<file path="src/hdl/kpq_pkg.sv">
// Shared types, sizes and status codes for the keyed priority queue.
`timescale 1ns / 1ps

package kpq_pkg;

   localparam int DEPTH       = 16;
   localparam int KEY_BITS    = 16;
   localparam int PRIO_BITS   = 32;
   localparam int COUNT_BITS  = $clog2(DEPTH + 1);
   localparam int STATUS_BITS = 3;
   localparam int CMD_BITS    = 1;

   localparam int REQ_FIELD_BITS = KEY_BITS + PRIO_BITS;
   localparam int REQ_DATA_BITS  = ((REQ_FIELD_BITS + 7) / 8) * 8;
   localparam int RSP_FIELD_BITS = 2 * KEY_BITS + 2 * PRIO_BITS + 1 + COUNT_BITS;
   localparam int RSP_DATA_BITS  = ((RSP_FIELD_BITS + 7) / 8) * 8;

   localparam logic [CMD_BITS-1:0] CMD_PUSH = 1'b0;
   localparam logic [CMD_BITS-1:0] CMD_POP  = 1'b1;

   localparam logic [STATUS_BITS-1:0] STATUS_INSERTED = 3'd0;
   localparam logic [STATUS_BITS-1:0] STATUS_UPDATED  = 3'd1;
   localparam logic [STATUS_BITS-1:0] STATUS_POPPED   = 3'd2;
   localparam logic [STATUS_BITS-1:0] STATUS_FULL     = 3'd3;
   localparam logic [STATUS_BITS-1:0] STATUS_EMPTY    = 3'd4;

   typedef logic        [KEY_BITS-1:0]  key_type;
   typedef logic signed [PRIO_BITS-1:0] prio_type;

   typedef struct packed {
      logic     valid;
      key_type  key;
      prio_type prio;
   } entry_type;

   // Broadcast to every cell in a cycle
   typedef struct packed {
      logic     remove;   // close the gap at the first marked cell
      logic     insert;   // open a gap at the sorted place and drop the key in
      key_type  key;
      prio_type prio;
   } cell_op_type;

   // a ranks above b: higher priority, ties go to the smaller key
   function automatic logic outranks(key_type a_key, prio_type a_prio,
                                     key_type b_key, prio_type b_prio);
      logic result;
      if (a_prio != b_prio) begin
         result = (a_prio > b_prio);
      end else begin
         result = (a_key < b_key);
      end
      return result;
   endfunction

endpackage

</file>
<file path="src/hdl/kpq_cell.sv">
// One slot of the sorted entry chain; trades entries with its two neighbors.
`timescale 1ns / 1ps

module kpq_cell import kpq_pkg::*; (
   input  logic        clock,
   input  logic        reset,
   input  cell_op_type op,
   input  entry_type   above,         // entry of the neighbor nearer the top
   input  entry_type   below,         // entry of the neighbor farther from the top
   input  logic        mark_in,       // key hit (or pop) somewhere above this cell
   input  logic        gt_prev_in,    // new item outranks the neighbor above
   output logic        mark_out,
   output logic        gt_out,
   output entry_type   entry
);

   entry_type ent_ff;
   entry_type ent_in;
   logic      hit;

   assign hit      = ent_ff.valid && (ent_ff.key == op.key);
   assign mark_out = mark_in || hit;
   assign gt_out   = !ent_ff.valid || outranks(op.key, op.prio, ent_ff.key, ent_ff.prio);
   assign entry    = ent_ff;

   always_comb begin
      ent_in = ent_ff;
      if (op.remove) begin
         if (mark_out) begin
            ent_in = below;
         end
      end else if (op.insert) begin
         if (gt_prev_in) begin
            ent_in = above;
         end else if (gt_out) begin
            ent_in.valid = 1'b1;
            ent_in.key   = op.key;
            ent_in.prio  = op.prio;
         end
      end
   end

   always_ff @(posedge clock) begin
      if (reset) begin
         ent_ff.valid <= 1'b0;
      end else begin
         ent_ff.valid <= ent_in.valid;
      end
      ent_ff.key  <= ent_in.key;
      ent_ff.prio <= ent_in.prio;
   end

endmodule

</file>
<file path="src/hdl/keyed_priority_queue_update.sv">
// Top level of the keyed max-priority queue built as a sorted chain of cells.
`timescale 1ns / 1ps

// Keyed max-priority queue of up to DEPTH entries. The entries sit in a chain of
// cells kept sorted at all times, cell 0 holding the top (highest priority, ties
// to the smaller key), so the top is always read straight from cell 0. Every cell
// compares the incoming key and priority in parallel and moves one place up or
// down with its neighbors. A pop closes the gap at cell 0; a push of a new key
// opens a gap at its sorted place; a push of a held key first closes the gap at
// that key and then reinserts it with its new priority. One item is handled at a
// time: an accepted item passes from ST_IDLE to ST_RESP (through ST_INSERT for an
// update, which needs a removal and an insertion pass through the chain), where its
// result is loaded into the output register, and req_tready returns with that load. The
// result register holds the last result until it is taken; a new item is
// accepted meanwhile, but its own result waits for that register to clear.

module keyed_priority_queue_update import kpq_pkg::*; (
   input  logic                     clock,
   input  logic                     reset,

   input  logic                     req_tvalid,
   output logic                     req_tready,
   input  logic [REQ_DATA_BITS-1:0] req_tdata,   // key, priority_req
   input  logic [CMD_BITS-1:0]      req_tuser,   // command

   output logic                     rsp_tvalid,
   input  logic                     rsp_tready,
   // popped_key, popped_priority, top_valid, top_key, top_priority, entry_count
   output logic [RSP_DATA_BITS-1:0] rsp_tdata,
   output logic [STATUS_BITS-1:0]   rsp_tuser    // status
);

   localparam logic [1:0] ST_IDLE   = 2'd0;
   localparam logic [1:0] ST_INSERT = 2'd1;
   localparam logic [1:0] ST_RESP   = 2'd2;

   logic [1:0]            state_ff, state_in;
   key_type               key_ff;
   prio_type              prio_ff;
   logic [STATUS_BITS-1:0] status_ff, status_in;
   key_type               pkey_ff, pkey_in;
   prio_type              pprio_ff, pprio_in;
   logic [COUNT_BITS-1:0] count_ff, count_in;

   logic                     rsp_valid_ff, rsp_valid_in;
   logic [RSP_DATA_BITS-1:0] rsp_data_ff, rsp_data_in;
   logic [STATUS_BITS-1:0]   rsp_user_ff, rsp_user_in;

   key_type     req_key;
   prio_type    req_prio;
   logic        accept;
   logic        is_pop;
   logic        full;
   logic        key_held;
   cell_op_type op;

   entry_type   ent   [DEPTH];
   logic        mark  [DEPTH+1];
   logic        gt    [DEPTH+1];

   entry_type   top;
   key_type     top_key;
   prio_type    top_prio;

   assign req_key  = req_tdata[KEY_BITS-1:0];
   assign req_prio = req_tdata[KEY_BITS +: PRIO_BITS];
   assign req_tready = (state_ff == ST_IDLE);
   assign accept   = req_tvalid && req_tready;
   assign is_pop   = (req_tuser == CMD_POP);
   assign full     = (count_ff == COUNT_BITS'(DEPTH));

   // Key match ripples down the chain; at cell 0 a pop forces the mark so the
   // whole chain shifts up by one.
   assign mark[0] = (state_ff == ST_IDLE) && is_pop;
   assign gt[0]   = 1'b0;
   assign key_held = mark[DEPTH];

   always_comb begin
      op.key    = (state_ff == ST_IDLE) ? req_key  : key_ff;
      op.prio   = (state_ff == ST_IDLE) ? req_prio : prio_ff;
      op.remove = 1'b0;
      op.insert = 1'b0;
      if (accept) begin
         if (is_pop) begin
            op.remove = (count_ff != '0);
         end else if (key_held) begin
            op.remove = 1'b1;
         end else begin
            op.insert = !full;
         end
      end else if (state_ff == ST_INSERT) begin
         op.insert = 1'b1;
      end
   end

   for (genvar i = 0; i < DEPTH; i++) begin : g_cell
      entry_type above, below;
      if (i == 0) begin : g_head
         assign above = '0;
      end else begin : g_mid
         assign above = ent[i-1];
      end
      if (i == DEPTH - 1) begin : g_tail
         assign below = '0;
      end else begin : g_body
         assign below = ent[i+1];
      end
      kpq_cell u_cell (
         .clock      (clock),
         .reset      (reset),
         .op         (op),
         .above      (above),
         .below      (below),
         .mark_in    (mark[i]),
         .gt_prev_in (gt[i]),
         .mark_out   (mark[i+1]),
         .gt_out     (gt[i+1]),
         .entry      (ent[i])
      );
   end

   assign top      = ent[0];
   assign top_key  = top.valid ? top.key  : '0;
   assign top_prio = top.valid ? top.prio : '0;

   // Control and result capture
   always_comb begin
      state_in     = state_ff;
      status_in    = status_ff;
      pkey_in      = pkey_ff;
      pprio_in     = pprio_ff;
      count_in     = count_ff;
      rsp_valid_in = rsp_valid_ff && !rsp_tready;
      rsp_data_in  = rsp_data_ff;
      rsp_user_in  = rsp_user_ff;
      case (state_ff)
         ST_IDLE: begin
            if (accept) begin
               pkey_in  = '0;
               pprio_in = '0;
               state_in = ST_RESP;
               if (is_pop) begin
                  if (count_ff == '0) begin
                     status_in = STATUS_EMPTY;
                  end else begin
                     status_in = STATUS_POPPED;
                     pkey_in   = top.key;
                     pprio_in  = top.prio;
                     count_in  = count_ff - 1'b1;
                  end
               end else if (key_held) begin
                  status_in = STATUS_UPDATED;
                  state_in  = ST_INSERT;
               end else if (full) begin
                  status_in = STATUS_FULL;
               end else begin
                  status_in = STATUS_INSERTED;
                  count_in  = count_ff + 1'b1;
               end
            end
         end
         ST_INSERT: begin
            state_in = ST_RESP;
         end
         ST_RESP: begin
            if (!rsp_valid_ff || rsp_tready) begin
               rsp_valid_in = 1'b1;
               rsp_user_in  = status_ff;
               rsp_data_in  = RSP_DATA_BITS'({count_ff, top_prio, top_key, top.valid,
                                              pprio_ff, pkey_ff});
               state_in     = ST_IDLE;
            end
         end
         default: begin
            state_in = ST_IDLE;
         end
      endcase
   end

   always_ff @(posedge clock) begin
      if (reset) begin
         state_ff     <= ST_IDLE;
         count_ff     <= '0;
         rsp_valid_ff <= 1'b0;
      end else begin
         state_ff     <= state_in;
         count_ff     <= count_in;
         rsp_valid_ff <= rsp_valid_in;
      end
      if (accept) begin
         key_ff  <= req_key;
         prio_ff <= req_prio;
      end
      status_ff   <= status_in;
      pkey_ff     <= pkey_in;
      pprio_ff    <= pprio_in;
      rsp_data_ff <= rsp_data_in;
      rsp_user_ff <= rsp_user_in;
   end

   assign rsp_tvalid = rsp_valid_ff;
   assign rsp_tdata  = rsp_data_ff;
   assign rsp_tuser  = rsp_user_ff;

endmodule
</file>
<file path="config.mk">
export PLATFORM = sky130hd
export DESIGN_NAME = keyed_priority_queue_update
export DESIGN_NICKNAME = d
export VERILOG_FILES = /design/src/hdl/kpq_pkg.sv /design/src/hdl/kpq_cell.sv /design/src/hdl/keyed_priority_queue_update.sv
export SDC_FILE = /design/constraint.sdc
export NUM_CORES = 2
export LEC_CHECK = 0
export BUFFER_PORTS_ARGS = -buffer_cell sky130_fd_sc_hd__buf_2
export CORE_ASPECT_RATIO = 0.9
export CORE_MARGIN = 10
export CORE_UTILIZATION = 40
export CTS_BUF_LIST = sky130_fd_sc_hd__clkbuf_16
export DETAILED_ROUTE_END_ITERATION = 16
export PLACE_DENSITY_LB_ADDON = 0.05
export REMOVE_ABC_BUFFERS = 1
export SYNTH_ARGS = -nofsm -noshare
export SYNTH_HDL_FRONTEND = slang
export SYNTH_SLANG_ARGS = --single-unit
</file>
<file path="constraint.sdc">
create_clock -name clock -period 13.8 [get_ports clock]
set_clock_uncertainty 0.1 [all_clocks]
set_input_delay 2.76 -clock clock [delete_from_list [all_inputs] [get_ports clock]]
set_output_delay 2.76 -clock clock [all_outputs]
set_load 0.005 [all_outputs]
</file>
Word level (Yosys, flattened, before mapping)

Cells that the tools add are included.

Register bits: 996
Input port bits: 53
Output and inout bits: 109
Logic and storage cells: 381

Add/sub/neg operators: 2
$lt $le $gt $ge: 32
Equality and inequality tests: 56
Mux-type cells: 119
Bitwise logic cells: 1
Reductions and logical operators: 112

Operators by type and width:

| operator                                                                 | number |
|---|---|
| 49-bit two-way mux                                                       | 79 |
| 32-bit greater-than comparator                                           | 16 |
| 32-bit inequality test                                                   | 16 |
| 16-bit == test                                                           | 16 |
| 16-bit less-than comparator                                              | 16 |
| 3-bit AND reduction                                                      | 16 |
| 3-bit nonzero test                                                       | 15 |
| 2-bit by 1-bit inequality test with 1-bit output (second input constant) | 17 |
| 1-bit logical OR                                                         | 33 |
| 32-bit two-way mux                                                       | 1 |
| 1-bit two-way mux                                                        | 25 |
| 5-bit two-way mux                                                        | 4 |
| 1-bit logical AND                                                        | 19 |
| 1-bit zero test                                                          | 19 |
| 16-bit two-way mux                                                       | 1 |
| 2-bit two-way mux                                                        | 6 |
| 2-bit inequality test (second input constant)                            | 4 |
| 3-bit two-way mux                                                        | 2 |
| 2-bit one-hot mux with 3 select lines                                    | 1 |
| 2-bit AND reduction                                                      | 3 |
| 5-bit by 1-bit adder with 5-bit output (second input constant)           | 1 |
| 5-bit == test (second input constant)                                    | 1 |
| 5-bit zero test                                                          | 1 |
| 5-bit AND reduction                                                      | 1 |
| other kinds (8)                                                          | 9 |

Longest topological paths before layout

Word-level depth: 25
Mapped depth: 19
Gate-level depth less buffers: 13

Modules after synthesis

From an unflattened synthesis, not the netlist that was laid out.

Cell total of the unflattened synthesis: 6,634
Area total of the unflattened synthesis: 68,376.8 um2

Modules (own cells, without submodules):

| module                      | instances | cells each | area each (um2) | seq. area each (um2) |
|---|---|---|---|---|
| kpq_cell                    | 16        | 387        | 3,769.9         | 1,461.4 |
| keyed_priority_queue_update | 1         | 442        | 8,059.0         | 6,286.0 |

Least setup slack after synthesis

OpenSTA, ideal clock, no wires.

Path type: input port to flip-flop
Start point: input port req_tvalid
End point: register g_cell[0].u_cell.ent_ff, in the netlist g_cell[0].u_cell.entry[0], enable pin
Setup time: 0.520 ns
Arrival time: 9.886 ns
Required time: 13.180 ns
Path slack: 3.294 ns
Stages on the path: 7
Buffers on the path: 3
Cell sequence: and2_1 > nand2_1 > a21o_1 > buf_2 > buf_2 > buf_2 > o21ai_0

Longest elaborated chain between the ends: 4
Elaborated cells between the ends (all ways): 7
Classes of those cells: eq/ne (1); mux (2); reduce/logical (4)

Ends and longest elaborated chain:

| item                                                                                                    | line                              | text |
|---|---|---|
| start, declared                                                                                         | keyed_priority_queue_update.sv:21 | `input logic req_tvalid,` |
| 1-bit logical AND *                                                                                     | keyed_priority_queue_update.sv:68 | `assign accept = req_tvalid && req_tready;` |
| 1-bit two-way mux                                                                                       | keyed_priority_queue_update.sv:83 | `if (accept) begin` |
| 2-bit by 1-bit inequality test with 1-bit output (no source line) or 2-bit nonzero test (tied branches) | n/a                               |  |
| 3-bit AND reduction (no source line) *                                                                  | n/a                               |  |
| end, declared                                                                                           | kpq_cell.sv:17                    | `entry_type ent_ff;` |

Every way passes the cells marked *; elsewhere a longest branch is shown, timed or not.
A chain may end at the register's enable or synchronous reset.

==> impl_results.md <==
* Final ANT Viol Nets at 0
* Grt ovf at 0
* Dpl hpwl at 169.7 mm
* Logic pwr share at 31.5%
* Via density at 5.912
* Syn Inst Count at 6454
* WHS Path Cells at 0
* Clock sinks at 996
* Hold Buf Count CTS at 0
* Yosys top cell by area: edfxtp_1
* Die Footprint at 180300 um^2
* Switching share of power at 36.19%
* Post-synthesis cell type count at 80
* Worst r2r path cells at 15
* Average cell area after synthesis at 10.14 um^2
* Area grow syn2layout at 11.04%
* Reg-to-reg endpoint: g_cell[7].u_cell.entry[13]
* Final core utilization at 44.82%
* Final worst slack at 5.455 ns
* GPL Wtd Cong at 0.9479
* CTS tree: yes
* Hold endpoint: rsp_tdata[7]
* Post-synth top cells: edfxtp_1, ha_1, inv_1, nand2_1, o21ai_0
* # DRC at 0
* Most used cell, CP: nand2_1
* Sequential share of the synthesized area at 45.32%
* Hold Crit Start: pkey_ff[7]
* Final wirelength at 235.0 mm
* Power, Total at 11.51 mW
* Seq cells post-synth at 996
* Max VDD drop at 0.1205 mV
* Final instance area at 72700 um^2
* Cell area power density at 158.3 nW/um^2
* Total number of vias at 51490
* Number of H-tree levels at 3
* Sequential Power Share at 38.8%
* Hold Slack at 0.3173 ns
* Leading cell type by number of instances after synthesis: edfxtp_1
* Delay-heaviest family, CP: buffers and inverters
* Top cell type's share of synthesized area at 44.58%
* PortBufs at 159
* Num rows at 140
* Slew headroom at 10.50%
* Critical path startpoint category: input pin
* Final net count at 7302
* Post-synth EDFFs at 972
* CTS buffer count at 118
* YS warnings at 0
* Post-CTS Resized at 0
* Fin Setup TNS at 0 ns
* Clock power share at 29.7%
* Largest net degree at the start of global routing at 244
* CP bufs+invs at 4
* DR pass1 iterations at 6
* Maxcap violations at 0
* Drt wl/cell at 26.98 um
* Placed instance area at 68560 um^2
* Initial core utilization at 40.36%
* DRT iter0 DRCs at 4997
* Initial antenna violation count at 13
* Vias in the first global route at 50520
* Final Critical Period at 8.345 ns
* Slew @ Worst Pin at 1.331 ns
* Die height at 403.8 um
* Max stage delay on crit path at 0.69 ns
* Die width at 446.5 um
* Critical Path RT at 14.27 ns
* R2r startpoint: state_ff[1]
* Crit path capture type: flop
* Async S/R FF share, synth at 0%
* Placement-stage worst setup slack at 4.805 ns
* Crit-path slowest cell: inv_1
* Internal Pwr Total at 7.344 mW
* CP Data Arrival Time at 8.81 ns
* Synth Cell Area at 65470 um^2
* CP Max Fanout at 147
* Period utilization at 60.47%
* Worst Hold Class: reg2reg
* First-pass GRT wire length at 342.9 mm
* Max Freq at 0.1198 GHz
* Proportion of layout cells with a drive suffix above 1 at 8.574%
* Setup violations, final at 0
* Longest Clk Path Bufs at 3
* Global Route Usage Sum at 25.21%
* Final Instance Count excl. Fillers at 8709
* DP Cell Count at 8487
* Outcome: complete, no violations
* I/O pins at 162
* Switching power at 4.165 mW
* Core outline area at 162200 um^2
* Kind of critical path: in2reg
* Pleak at 32.02 nW
* Postcts setup bufs at 0
* Hold Vio Cnt, Final at 0
* Clock latency on the worst-skew pair at 0.79 ns
* Top FF cell, synth: edfxtp_1
* Clk slew on worst S/H paths at 0.06 ns
* Clock root buffer master: clkbuf_16
* Reg2reg setup slack at 6.38 ns
* Dominant cells by area after synthesis: edfxtp_1, ha_1, mux2i_1, inv_1, o21ai_0
* Worst path cell trace: buf_2 -> mux2_2 -> inv_1 -> ha_1 -> nand4_1 -> nor2_1 -> a22oi_1 -> nand2_1 -> nor3_4 -> a21o_4 -> buf_12 -> buf_4 -> nand2_1 -> o221ai_1
* Unrepaired setup endpoints after global routing: false
* Pins Over Slew Limit at 0
==> final cells by class <==
cell class | instances | area, um^2
Fill cell | 15600 | 89500
Tap cell | 2130 | 2665
Inverter | 771 | 2894
Timing Repair Buffer | 275 | 1717
Clock inverter | 101 | 1140
Multi-Input combinational cell | 4315 | 31610
Sequential cell | 996 | 29670
Antenna cell | 1 | 2.502
Clock buffer | 120 | 3003
==> metal layers <==
metal / global-route usage, % / share of wire (%) / routed length (um)
met5: 0 / 0.0085 / 20
met4: 8.511 / 3.7 / 8743
met3: 4.433 / 7.2 / 16840
met2: 39.80 / 45 / 105000
met1: 34.83 / 44 / 104300
==> layout by cell type, fill, tap and decap left out, types with 52 or more instances in the layout <==
cell type	netlist	layout
nand2_1	624	623
a21oi_1	276	274
o22ai_1	52	52
ha_1	771	771
buf_2	137	159
clkbuf_16	0	120
nor3_1	136	135
a21o_1	109	107
mux2i_1	393	393
o221ai_1	235	234
nand3_1	367	367
buf_4	5	112
o21ai_0	484	483
edfxtp_1	972	972
inv_1	770	783
nor2_1	195	191
nand4_1	143	143
==> kinds of logic (layout without fill, tap and decap cells) <==
| kind of cell | Yosys count | in the layout | share of synthesized area, % |
|---|---|---|---|
| compound gates | 1453 | 1453 | 14.40 |
| simple gates | 1641 | 1641 | 11.70 |
| fa+ha+maj | 772 | 772 | 14.77 |
| flops | 996 | 996 | 45.32 |
| xor+xnor | 4 | 4 | 0.05351 |
| mux | 443 | 443 | 6.868 |
| buf+inv | 1144 | 1267 | 6.884 |
| other cells | 1 | 3 | 0.005728 |
==> worst reg2reg max path, delay by kind of cell, from the launching register on <==
family,cells,cell delay (ns)
AO/OA/AOI/OAI,3,1.42
multiplexers,1,0.58
buffers and inverters,4,2.58
flip-flops,1,0.40
AND/OR/NAND/NOR,6,1.76
adder cells (fa/ha/maj),1,0.39
==> state kept, by name (all words and copies together) (netlist names) <==
| register | count |
|---|---|
| prio_ff | 32 |
| rsp_tvalid | 1 |
| status_ff | 3 |
| rsp_tuser | 3 |
| rsp_tdata | 102 |
| g_cell.u_cell.entry | 784 |
| pkey_ff | 16 |
| key_ff | 16 |
| count_ff | 5 |
| pprio_ff | 32 |
| state_ff | 2 |
==> worst max path at each step <==
stage,startpoint,end,slack [ns],cells past startpoint
floorplan,state_ff[1],g_cell[0].u_cell.entry[0],-12.00,10
global placement,req_tdata[0],g_cell[13].u_cell.entry[13],4.89,14
detailed placement,req_tdata[0],g_cell[13].u_cell.entry[13],4.80,14
CTS,req_tdata[0],g_cell[7].u_cell.entry[13],5.61,14
global route,req_tdata[0],g_cell[2].u_cell.entry[13],5.18,14
finish,req_tdata[0],g_cell[7].u_cell.entry[13],5.45,14
==> power groups by stage <==
stage	Sequential [mW]	Clock, mW	Combinational [mW]
floorplan	4.39	0	2.56
global placement	4.52	0	3.52
detailed placement	4.52	0	3.58
CTS	4.46	3.48	3.60
global route	4.52	3.59	4.03
finish	4.47	3.42	3.62
(Power assumes the default switching activity.)
